File: config.mk
export PLATFORM = sky130hd
export DESIGN_NAME = ppc_ctrl
export DESIGN_NICKNAME = d
export VERILOG_FILES = /design/src/design/ppc_pkg.sv /design/src/design/ppc_ctrl.sv
export SDC_FILE = /design/constraint.sdc
export NUM_CORES = 1
export LEC_CHECK = 0
export ABC_AREA = 1
export BUFFER_PORTS_ARGS = -buffer_cell sky130_fd_sc_hd__buf_2
export CAP_MARGIN = 20
export CELL_PAD_IN_SITES_DETAIL_PLACEMENT = 0
export CELL_PAD_IN_SITES_GLOBAL_PLACEMENT = 1
export CORE_AREA = 3 3 49 51
export DETAILED_ROUTE_END_ITERATION = 16
export DIE_AREA = 0 0 52 54
export PLACE_DENSITY_LB_ADDON = 0.1
export REMOVE_ABC_BUFFERS = 1
export SLEW_MARGIN = 20
export SYNTH_ARGS = -nofsm -noshare
export SYNTH_HDL_FRONTEND = slang
export SYNTH_SLANG_ARGS = --single-unit
File: constraint.sdc
create_clock -name i_clk -period 1.25 [get_ports i_clk]
set_clock_uncertainty 0.05 [all_clocks]
set_input_delay 0.25 -clock i_clk [delete_from_list [all_inputs] [get_ports i_clk]]
set_output_delay 0.25 -clock i_clk [all_outputs]
set_load 0.03 [all_outputs]
File: src/design/ppc_pkg.sv
`timescale 1ns / 1ps
`default_nettype none
package ppc_pkg;

    localparam int MaxFaceVertices = 16;
    localparam int VidxW = $clog2(MaxFaceVertices + 1);
    localparam int KeepMin = 3;
    localparam logic [9:0] CountMax = 10'd1023;

    typedef enum logic [1:0] {
        REG_NX  = 2'd0,
        REG_NY  = 2'd1,
        REG_NZ  = 2'd2,
        REG_OFS = 2'd3
    } t_reg_idx;

    typedef struct packed {
        logic signed [31:0] vert_x;
        logic signed [31:0] vert_y;
        logic signed [31:0] vert_z;
        logic               face_end;
    } t_in_word;

    typedef struct packed {
        logic signed [31:0] out_x;
        logic signed [31:0] out_y;
        logic signed [31:0] out_z;
        logic               vertex_valid;
        logic               is_intersection;
        logic               last_of_face;
        logic               face_kept;
    } t_out_word;

    typedef enum logic [3:0] {
        S_IDLE,
        S_MUL,
        S_DIST,
        S_DECIDE,
        S_DIV,
        S_INTERP,
        S_EMIT,
        S_WAIT
    } t_state;

    // what an emitted word carries
    typedef enum logic [1:0] {
        K_XING,
        K_VERT,
        K_EMPTY
    } t_kind;

    // edge selection for the interpolator
    typedef enum logic {
        E_PREV,
        E_CLOSE
    } t_edge;

    typedef struct packed {
        logic  load_in;
        logic  mul;
        logic  dist_ld;
        logic  div_start;
        logic  interp;
        t_edge edge_sel;
        logic  emit;
        t_kind kind;
        logic  last;
        logic  commit;
    } t_cmd;

    typedef struct packed {
        logic first;
        logic face_end;
        logic cur_neg;
        logic prev_neg;
        logic first_neg;
        logic div_done;
        logic out_busy;
    } t_status;

endpackage
`default_nettype wire

File: src/design/ppc_ctrl.sv
`timescale 1ns / 1ps
`default_nettype none
module ppc_ctrl (
    input  wire logic             i_clk,
    input  wire logic             i_rst_n,
    input  wire logic             i_valid,
    output logic                  o_stall,
    input  wire ppc_pkg::t_status i_st,
    output ppc_pkg::t_cmd         o_cmd
);
    import ppc_pkg::*;

    t_state r_state, n_state;
    // pending emissions for this vertex
    logic r_need_x, n_need_x, r_need_v, n_need_v, r_need_c, n_need_c;
    logic r_any, n_any;
    t_kind r_kind, n_kind;
    t_edge r_edge, n_edge;
    logic  r_last, n_last;

    logic need_x, need_v, need_c;
    always_comb begin
        need_x = !i_st.first && (i_st.cur_neg != i_st.prev_neg);
        need_v = !i_st.cur_neg;
        need_c = i_st.face_end && (i_st.cur_neg != i_st.first_neg);
    end

    always_comb begin
        n_state  = r_state;
        n_need_x = r_need_x;
        n_need_v = r_need_v;
        n_need_c = r_need_c;
        n_any    = r_any;
        n_kind   = r_kind;
        n_edge   = r_edge;
        n_last   = r_last;
        unique case (r_state)
            S_IDLE: if (i_valid) n_state = S_MUL;
            S_MUL:  n_state = S_DIST;
            S_DIST: n_state = S_DECIDE;
            S_DECIDE: begin
                n_need_x = r_need_x;
                if (r_need_x) begin
                    n_need_x = 1'b0;
                    n_kind = K_XING; n_edge = E_PREV;
                    n_last = i_st.face_end && !r_need_v && !r_need_c;
                    n_state = S_DIV;
                end else if (r_need_v) begin
                    n_need_v = 1'b0;
                    n_kind = K_VERT;
                    n_last = i_st.face_end && !r_need_c;
                    n_state = S_EMIT;
                end else if (r_need_c) begin
                    n_need_c = 1'b0;
                    n_kind = K_XING; n_edge = E_CLOSE;
                    n_last = 1'b1;
                    n_state = S_DIV;
                end else if (i_st.face_end && !r_any) begin
                    n_kind = K_EMPTY;
                    n_last = 1'b1;
                    n_state = S_EMIT;
                end else begin
                    n_state = S_IDLE;
                end
            end
            S_DIV:    if (i_st.div_done) n_state = S_INTERP;
            S_INTERP: n_state = S_EMIT;
            S_EMIT:   if (!i_st.out_busy) begin
                n_any = 1'b1;
                n_state = S_DECIDE;
            end
            S_WAIT:   n_state = S_IDLE;
            default:  n_state = S_IDLE;
        endcase
        if (r_state == S_DIST) begin
            n_need_x = need_x;
            n_need_v = need_v;
            n_need_c = need_c;
            n_any    = 1'b0;
        end
    end

    always_comb begin
        o_cmd = '0;
        o_stall = (r_state != S_IDLE);
        o_cmd.edge_sel = r_edge;
        o_cmd.kind = r_kind;
        o_cmd.last = r_last;
        unique case (r_state)
            S_IDLE:   o_cmd.load_in = i_valid;
            S_MUL:    o_cmd.mul = 1'b1;
            S_DIST:   o_cmd.dist_ld = 1'b1;
            S_DECIDE: begin
                o_cmd.commit = !r_need_x && !r_need_v && !r_need_c
                               && !(i_st.face_end && !r_any);
                o_cmd.div_start = r_need_x || (!r_need_v && r_need_c);
                o_cmd.edge_sel = r_need_x ? E_PREV : E_CLOSE;
            end
            S_INTERP: o_cmd.interp = 1'b1;
            S_EMIT:   o_cmd.emit = !i_st.out_busy;
            default:  ;
        endcase
    end

    always_ff @(posedge i_clk) begin
        if (!i_rst_n) begin
            r_state <= S_IDLE;
            r_need_x <= 1'b0; r_need_v <= 1'b0; r_need_c <= 1'b0;
            r_any <= 1'b0;
            r_kind <= K_VERT; r_edge <= E_PREV; r_last <= 1'b0;
        end else begin
            r_state <= n_state;
            r_need_x <= n_need_x; r_need_v <= n_need_v; r_need_c <= n_need_c;
            r_any <= n_any;
            r_kind <= n_kind; r_edge <= n_edge; r_last <= n_last;
        end
    end
endmodule
`default_nettype wire

Yosys cells after proc, flatten, opt, wreduce, memory -nomap -nowiden
Cells that the tools add are included.
{"block": "word_totals", "reg_bits": 12, "inputBits": 10, "output_inout_bits": 12, "word_cells": 92}
{"block": "classes", "eq_ne": 14, "mux": 37, "bitwise_logic": 2, "reduce_logical": 31}
{"operator": "one-hot mux 4 bit (7 select lines)", "n": 1}
{"operator": "2-to-1 mux 1 bit", "n": 25}
{"operator": "equality test 4 x 3 -> 1 bit (second input constant)", "n": 3}
{"operator": "2-to-1 mux 3 bit", "n": 4}
{"operator": "2-to-1 mux 4 bit", "n": 3}
{"operator": "logical AND 1 bit", "n": 10}
{"operator": "AND reduction 3 bit", "n": 3}
{"operator": "equality test 4 x 2 -> 1 bit (second input constant)", "n": 2}
{"operator": "logical NOT 1 bit", "n": 8}
{"operator": "2-to-1 mux 2 bit", "n": 4}
{"operator": "inequality test 2 bit (second input constant)", "n": 4}
{"operator": "nonzero test 4 bit", "n": 2}
{"operator": "AND reduction 2 bit", "n": 3}
{"operator": "equality test 4 x 1 -> 1 bit (second input constant)", "n": 1}
{"operator": "logical NOT 4 bit", "n": 1}
{"operator": "inequality test 2 x 1 -> 1 bit (second input constant)", "n": 2}
{"operator": "nonzero test 2 bit", "n": 2}
{"operator": "inequality test 1 bit", "n": 2}
{"operator": "inverter 1 bit", "n": 2}
{"operator": "OR reduction 2 bit", "n": 1}
{"operator": "logical OR 1 bit", "n": 1}

Depth between registers and ports, before layout
Gate-level depths: netlist of the first run.
{"block": "logic_depth", "word_depth": 7, "depth_mapped": 7, "ltp_nobuf": 7}

Least setup slack after synthesis of the first run
Ideal clock, no wire load.
{"block": "synth_path", "kind": "flip-flop to output port", "startpoint": "register r_state[1]", "endpoint": "output port o_cmd[10] (netlist name)", "t_arrival_ns": 1.114, "required_ns": 0.950, "slack_ns": -0.164, "path_stages_with_launch": 4, "path_buffers": 0, "cell_sequence": "dfxtp_1 > inv_2 > nand3_2 > nor2_1"}
{"item": "from (decl)", "line_no": "ppc_ctrl.sv:13", "source": "t_state r_state, n_state;"}
{"item": "from (signal assigned)", "line_no": "ppc_ctrl.sv:112", "source": "r_state <= n_state;"}
{"item": "to (decl)", "line_no": "ppc_ctrl.sv:9", "source": "output ppc_pkg::t_cmd o_cmd"}

==> results of run 1 <==
==> layout make-up <==
cell class	instances	share of cell area (%)
flip-flops and latches	11	20.59
repair buffers	42	28.74
inverters	17	7.159
well taps	27	2.974
clock buffers	4	2.313
multi-input cells	70	38.22
==> report_power, final <==
part,switching [mW],leakage [nW],internal (mW)
registers,0.0364,0.0931,0.375
clock network,0.133,0.0150,0.124
logic,0.240,0.468,0.201
==> layout by cell type (no fill, tap or decap), types with 2 or more instances in the layout <==
master    instances
nand2_4           3
nor2_1           16
nand2_2           5
clkbuf_4          3
o21ai_1           2
buf_4            19
dfxtp_4           2
nand3_4           3
nand3_2           2
buf_6            11
dfxtp_2           5
inv_4             3
buf_2            12
o211ai_1          2
nand2_1          17
dfxtp_1           4
inv_1             8
a21oi_1           3
o21ai_0           3
nor2_2            2
inv_2             4
nor3_4            2
==> how the worst max path moves through the flow <==
stage / from / cells past startpoint / endpoint
2_1_floorplan: r_state[1] / 3 / o_cmd[10]
3_3_place_gp: r_state[0] / 5 / o_cmd[7]
3_5_place_dp: r_state[0] / 5 / o_cmd[5]
4_1_cts: r_state[2] / 6 / o_cmd[7]
5_1_grt: r_state[0] / 5 / o_cmd[7]
6_report: r_state[1] / 4 / o_cmd[10]
==> per-stage QoR <==
step	instances	setup WS (ns)
final	171	-0.1858
after CTS	167	-0.2031
after global routing	171	-0.2368
after detailed placement	158	-0.04463
after global placement	158	0.001353
after floorplan	98	-0.1641
==> critical path, stage by stage, from the launching register on <==
cell and delay [ns]:
dfxtp_4 0.38, inv_4 0.09, nand3_2 0.11, nor2_1 0.11, buf_4 0.17
==> kinds of logic after synthesis <==
family                 Yosys count  synth area share [%]
and+or+nand+nor                 56                 41.94
AOI/OAI and AO/OA               14                 12.82
DFF                             11                 34.17
buffers and inverters           18                 11.07
==> per-layer routing <==
layer | vias up | wire (um)
met5 | - | 0
met4 | 0 | 46
met3 | 6 | 75
met2 | 16 | 950
met1 | 347 | 846
li1 | 404 | -
==> sequential cells by signal (all words and copies together) (netlist names) <==
register and cells:
r_any 1, r_edge 1, r_kind 2, r_last 1, r_need_c 1, r_need_v 1
r_need_x 1, r_state 3
==> what timing repair did <==
item                                    in CTS  in global routing
hold buffers                                 0                  0
cloned                                       0                  0
endpoints found under the setup margin      11                 15
pin swaps                                    3                 10
gates resized for setup                     37                 25
setup buffers                                5                  4
==> reports/results.tsv, run 1 <==
metric	value	unit
core.rowCount	16	
ys_ff_latch	11	
gr-usage-met2	24.69	%
power.leakage	0.5762	nW
synth-edff-count	0	
maxSlewViolCount	0	
layout_setup_ws	-0.1858	ns
cts_max_path_buffers	2	
grt_util_all_layers	14.81	%
ys.flop_type	dfxtp_1	
ant_nets	0	
fillers	202	
holdPathEnd	r_kind[0]	
synthTopCellsByCount	nand2_1, nor2_1, inv_1	
syn-cell-area	644.4	um^2
async_reset_ff_share	0	%
ys_types	22	
die_h	54	um
criticalPathCategory	reg2out	
routedWlPerCell	11.22	um
multi_input_area	434.2	um^2
yosys_warnings	0	
antenna_found_initial	0	
seq_area	234.0	um^2
die_area	2808	um^2
numCtsBuffers	3	
cp.arrival	1.14	ns
drive_gt1_share	56.25	%
path_max_fanout	5	
ios	22	
drc	0	
gp_congestion	0.7716	
area_growth_syn_to_layout	76.31	%
hold_ws	0.1836	ns
diodes	0	
top_usage_layer	met2	
first_iter_violations	12	
routed-via-count	773	
synth_area_per_cell	6.509	um^2
maxCapViolations	0	
drt_first_pass_iters	4	
gr-usage-met3	3.878	%
cts.sinks	11	
yosys.area.top_type_share	34.17	%
ctsHtreeMaxLevel	1	
setup_viol	11	
yosys.area.top_type	dfxtp_1	
nNetsFinal	155	
rsz0062_at_grt	true	
power_density	976.7	nW/um^2
fin_area	1136	um^2
grt_pass1_wl	3008	um
use_met1	17.33	%
hpwl	1343	um
avgViaCountPerCell	4.520	
rr_endpoint	r_need_c	
min_path_type	in2reg	
cp-start-kind	register	
synth_most_common_cell	nand2_1	
min_period_over_period	114.9	%
initial_utilization	32.51	%
endpoint_kind	primary output	
gr-total-overflow	0	
failed_checks	negative setup slack	
grt_max_degree	7	
relSlewSlack	84.25	%
drt_wl_total	1919	um
fin_tns_setup	-1.526	ns
worst_pin_slew	0.2341	ns
coreArea	1982	um^2
post-route-util	57.32	%
dieWidth	52	um
hold_path_depth	2	
vdd_drop_max	0.0005366	V
status	finished, violations left	
syn_inst	99	
dpl-instance-area	865.8	um^2
cts_tree	built	
clkTransAtPathRegs	0.08	ns
rr_worst_depth	9	
hold_path_startpoint	i_rst_n	
cp.required	0.95	ns
cts_root_buffer	clkbuf_4	
power	1.110	mW
r2r_start	r_state[2]	
synth_area_leaders	dfxtp_1, nand2_1, nor2_1	
hold_viol_final	0	
r2r_slack	-0.10	ns
first_global_vias	707	
fmaxAchievable	0.6965	GHz
period_needed	1.436	ns
clkLatencyLatePin	0.28	ns
portBuffers	21	
yosysSeqAreaShare	34.17	%
(Power assumes the default switching activity.)
==> run 2, diff against run 1 <==
--- a/config.mk
+++ b/config.mk
@@ -13,6 +13,7 @@
 export CORE_AREA = 3 3 49 51
 export DETAILED_ROUTE_END_ITERATION = 16
 export DIE_AREA = 0 0 52 54
+export MAX_ROUTING_LAYER = met4
 export PLACE_DENSITY_LB_ADDON = 0.1
 export REMOVE_ABC_BUFFERS = 1
 export SLEW_MARGIN = 20
==> reports/results.tsv, run 2 (synthesis gave the netlist of run 1 again) <==
metric	value	unit
status	finished, violations left	
failed_checks	negative setup slack	
post-route-util	57.32	%
grt_max_degree	7	
use_met1	17.49	%
largest_reg_flops	3	
crit_path_max_incr_delay	0.38	ns
r2r_start	r_state[2]	
worst_pin_slew	0.2341	ns
seqPwrFrac	37.1	%
power_density	978.0	nW/um^2
reg_top3	r_state (3), r_kind (2)	
hold_ws	0.1830	ns
top_register	r_state	
initial_utilization	32.51	%
cp.arrival	1.14	ns
cts_root_buffer	clkbuf_4	
drt_wl_total	1935	um
grt_pass1_wl	3015	um
rsz0062_at_grt	true	
gr-usage-met3	3.601	%
gr-total-overflow	0	
drive_gt1_share	56.25	%
grt_util_all_layers	15.23	%
nNetsFinal	155	
ios	22	
layout_commonest_cell	buf_4	
cts_max_path_buffers	2	
gr-usage-met2	24.69	%
numCtsBuffers	3	
vdd_drop_max	0.0005357	V
p_switching	410.7	uW
relSlewSlack	84.25	%
dieWidth	52	um
maxSlewViolCount	0	
core.rowCount	16	
clkTransAtPathRegs	0.08	ns
coreArea	1982	um^2
routedWlPerCell	11.32	um
slowest_stage	dfxtp_4	
clkLatencyLatePin	0.28	ns
p_clk_share	23.2	%
area_growth_syn_to_layout	76.31	%
cp-startpoint	r_state[1]	
path_max_fanout	5	
holdPathEnd	r_kind[0]	
p_int	700.3	uW
setup_viol	11	
hold_viol_final	0	
layout_setup_ws	-0.1878	ns
r2r_slack	-0.10	ns
cts_tree	built	
top_usage_layer	met2	
cts.sinks	11	
maxCapViolations	0	
min_path_type	in2reg	
first_global_vias	706	
rr_worst_depth	9	
power	1.111	mW
criticalPathCategory	reg2out	
die_area	2808	um^2
die_h	54	um
gp_congestion	0.7820	
cp-start-kind	register	
hold_path_startpoint	i_rst_n	
endpoint_kind	primary output	
ctsHtreeMaxLevel	1	
ant_nets	0	
stdcell_count	171	
portBuffers	21	
drt_first_pass_iters	4	
drc	0	
power.leakage	0.5762	nW
period_needed	1.438	ns
routed-via-count	782	
min_period_over_period	115.0	%
antenna_found_initial	0	
p_comb_share	39.7	%
dp.cells	158	
switching_share	36.97	%
diodes	0	
avgViaCountPerCell	4.573	
hpwl	1343	um
cp.required	0.95	ns
fmaxAchievable	0.6955	GHz
fillers	202	
final_cell_mix	buf_4, nand2_1, nor2_1, buf_2, buf_6	
first_iter_violations	14	
crit_chain	inv_4 -> nand3_2 -> nor2_1 -> buf_4	
hold_path_depth	2	
rr_endpoint	r_need_c	
-- run 2: cell counts in the layout (fill, tap and decap cells not counted) --
No cell type changed its count.
-- run 2: worst max path at each step --
stage,end,slack (ns),depth (start not counted)
after detailed placement,o_cmd[5],-0.04,5
after CTS,o_cmd[7],-0.20,6
final,o_cmd[10],-0.19,4
after global placement,o_cmd[7],0.001,5
after global routing,o_cmd[7],-0.23,6
after floorplan,o_cmd[10],-0.16,3
-- run 2: power groups by stage --
stage	clock (mW)	combinational, mW	sequential, mW
final	0.258	0.442	0.412
after detailed placement	0	0.319	0.401
after global routing	0.284	0.478	0.415
after global placement	0	0.317	0.400
after floorplan	0	0.183	0.409
after CTS	0.268	0.392	0.407
-- run 2: critical path: cells and delay by family, from the launching register on --
family	cells	cell delay, ns
buffers and inverters	2	0.26
AND/OR/NAND/NOR	2	0.22
flip-flops	1	0.38
-- run 2: routing by layer --
| metal | routed length [um] | vias to the layer above | share of wire, % |
|---|---|---|---|
| li1 | - | 405 | - |
| met1 | 837 | 348 | 43 |
| met3 | 96 | 6 | 5.0 |
| met4 | 48 | 0 | 2.5 |
| met2 | 953 | 23 | 49 |
| met5 | 0 | - | 0 |
-- run 2: final cells by class --
cell class	instances	area [um^2]	share of cell area, %
Sequential cell	11	234.0	20.59
Tap cell	27	33.78	2.974
Inverter	17	81.33	7.159
Clock buffer	4	26.28	2.313
Timing Repair Buffer	42	326.6	28.74
Multi-Input combinational cell	70	434.2	38.22
-- run 2: stage by stage --
stage / worst slack (ns) / cell area [um^2] / setup TNS [ns]
6_report: -0.1878 / 1136 / -1.531
5_1_grt: -0.2334 / 1136 / -2.225
4_1_cts: -0.2031 / 1040 / -1.582
3_5_place_dp: -0.04463 / 865.8 / -0.08469
3_3_place_gp: 0.001353 / 865.8 / 0
2_1_floorplan: -0.1641 / 636.9 / -0.2477
-- run 2: repair_timing --
item                                    CTS  global route
pin swaps                                 3            10
hold buffers                              0             0
gates resized for setup                  37            25
setup buffers                             5             4
endpoints found under the setup margin   11            15
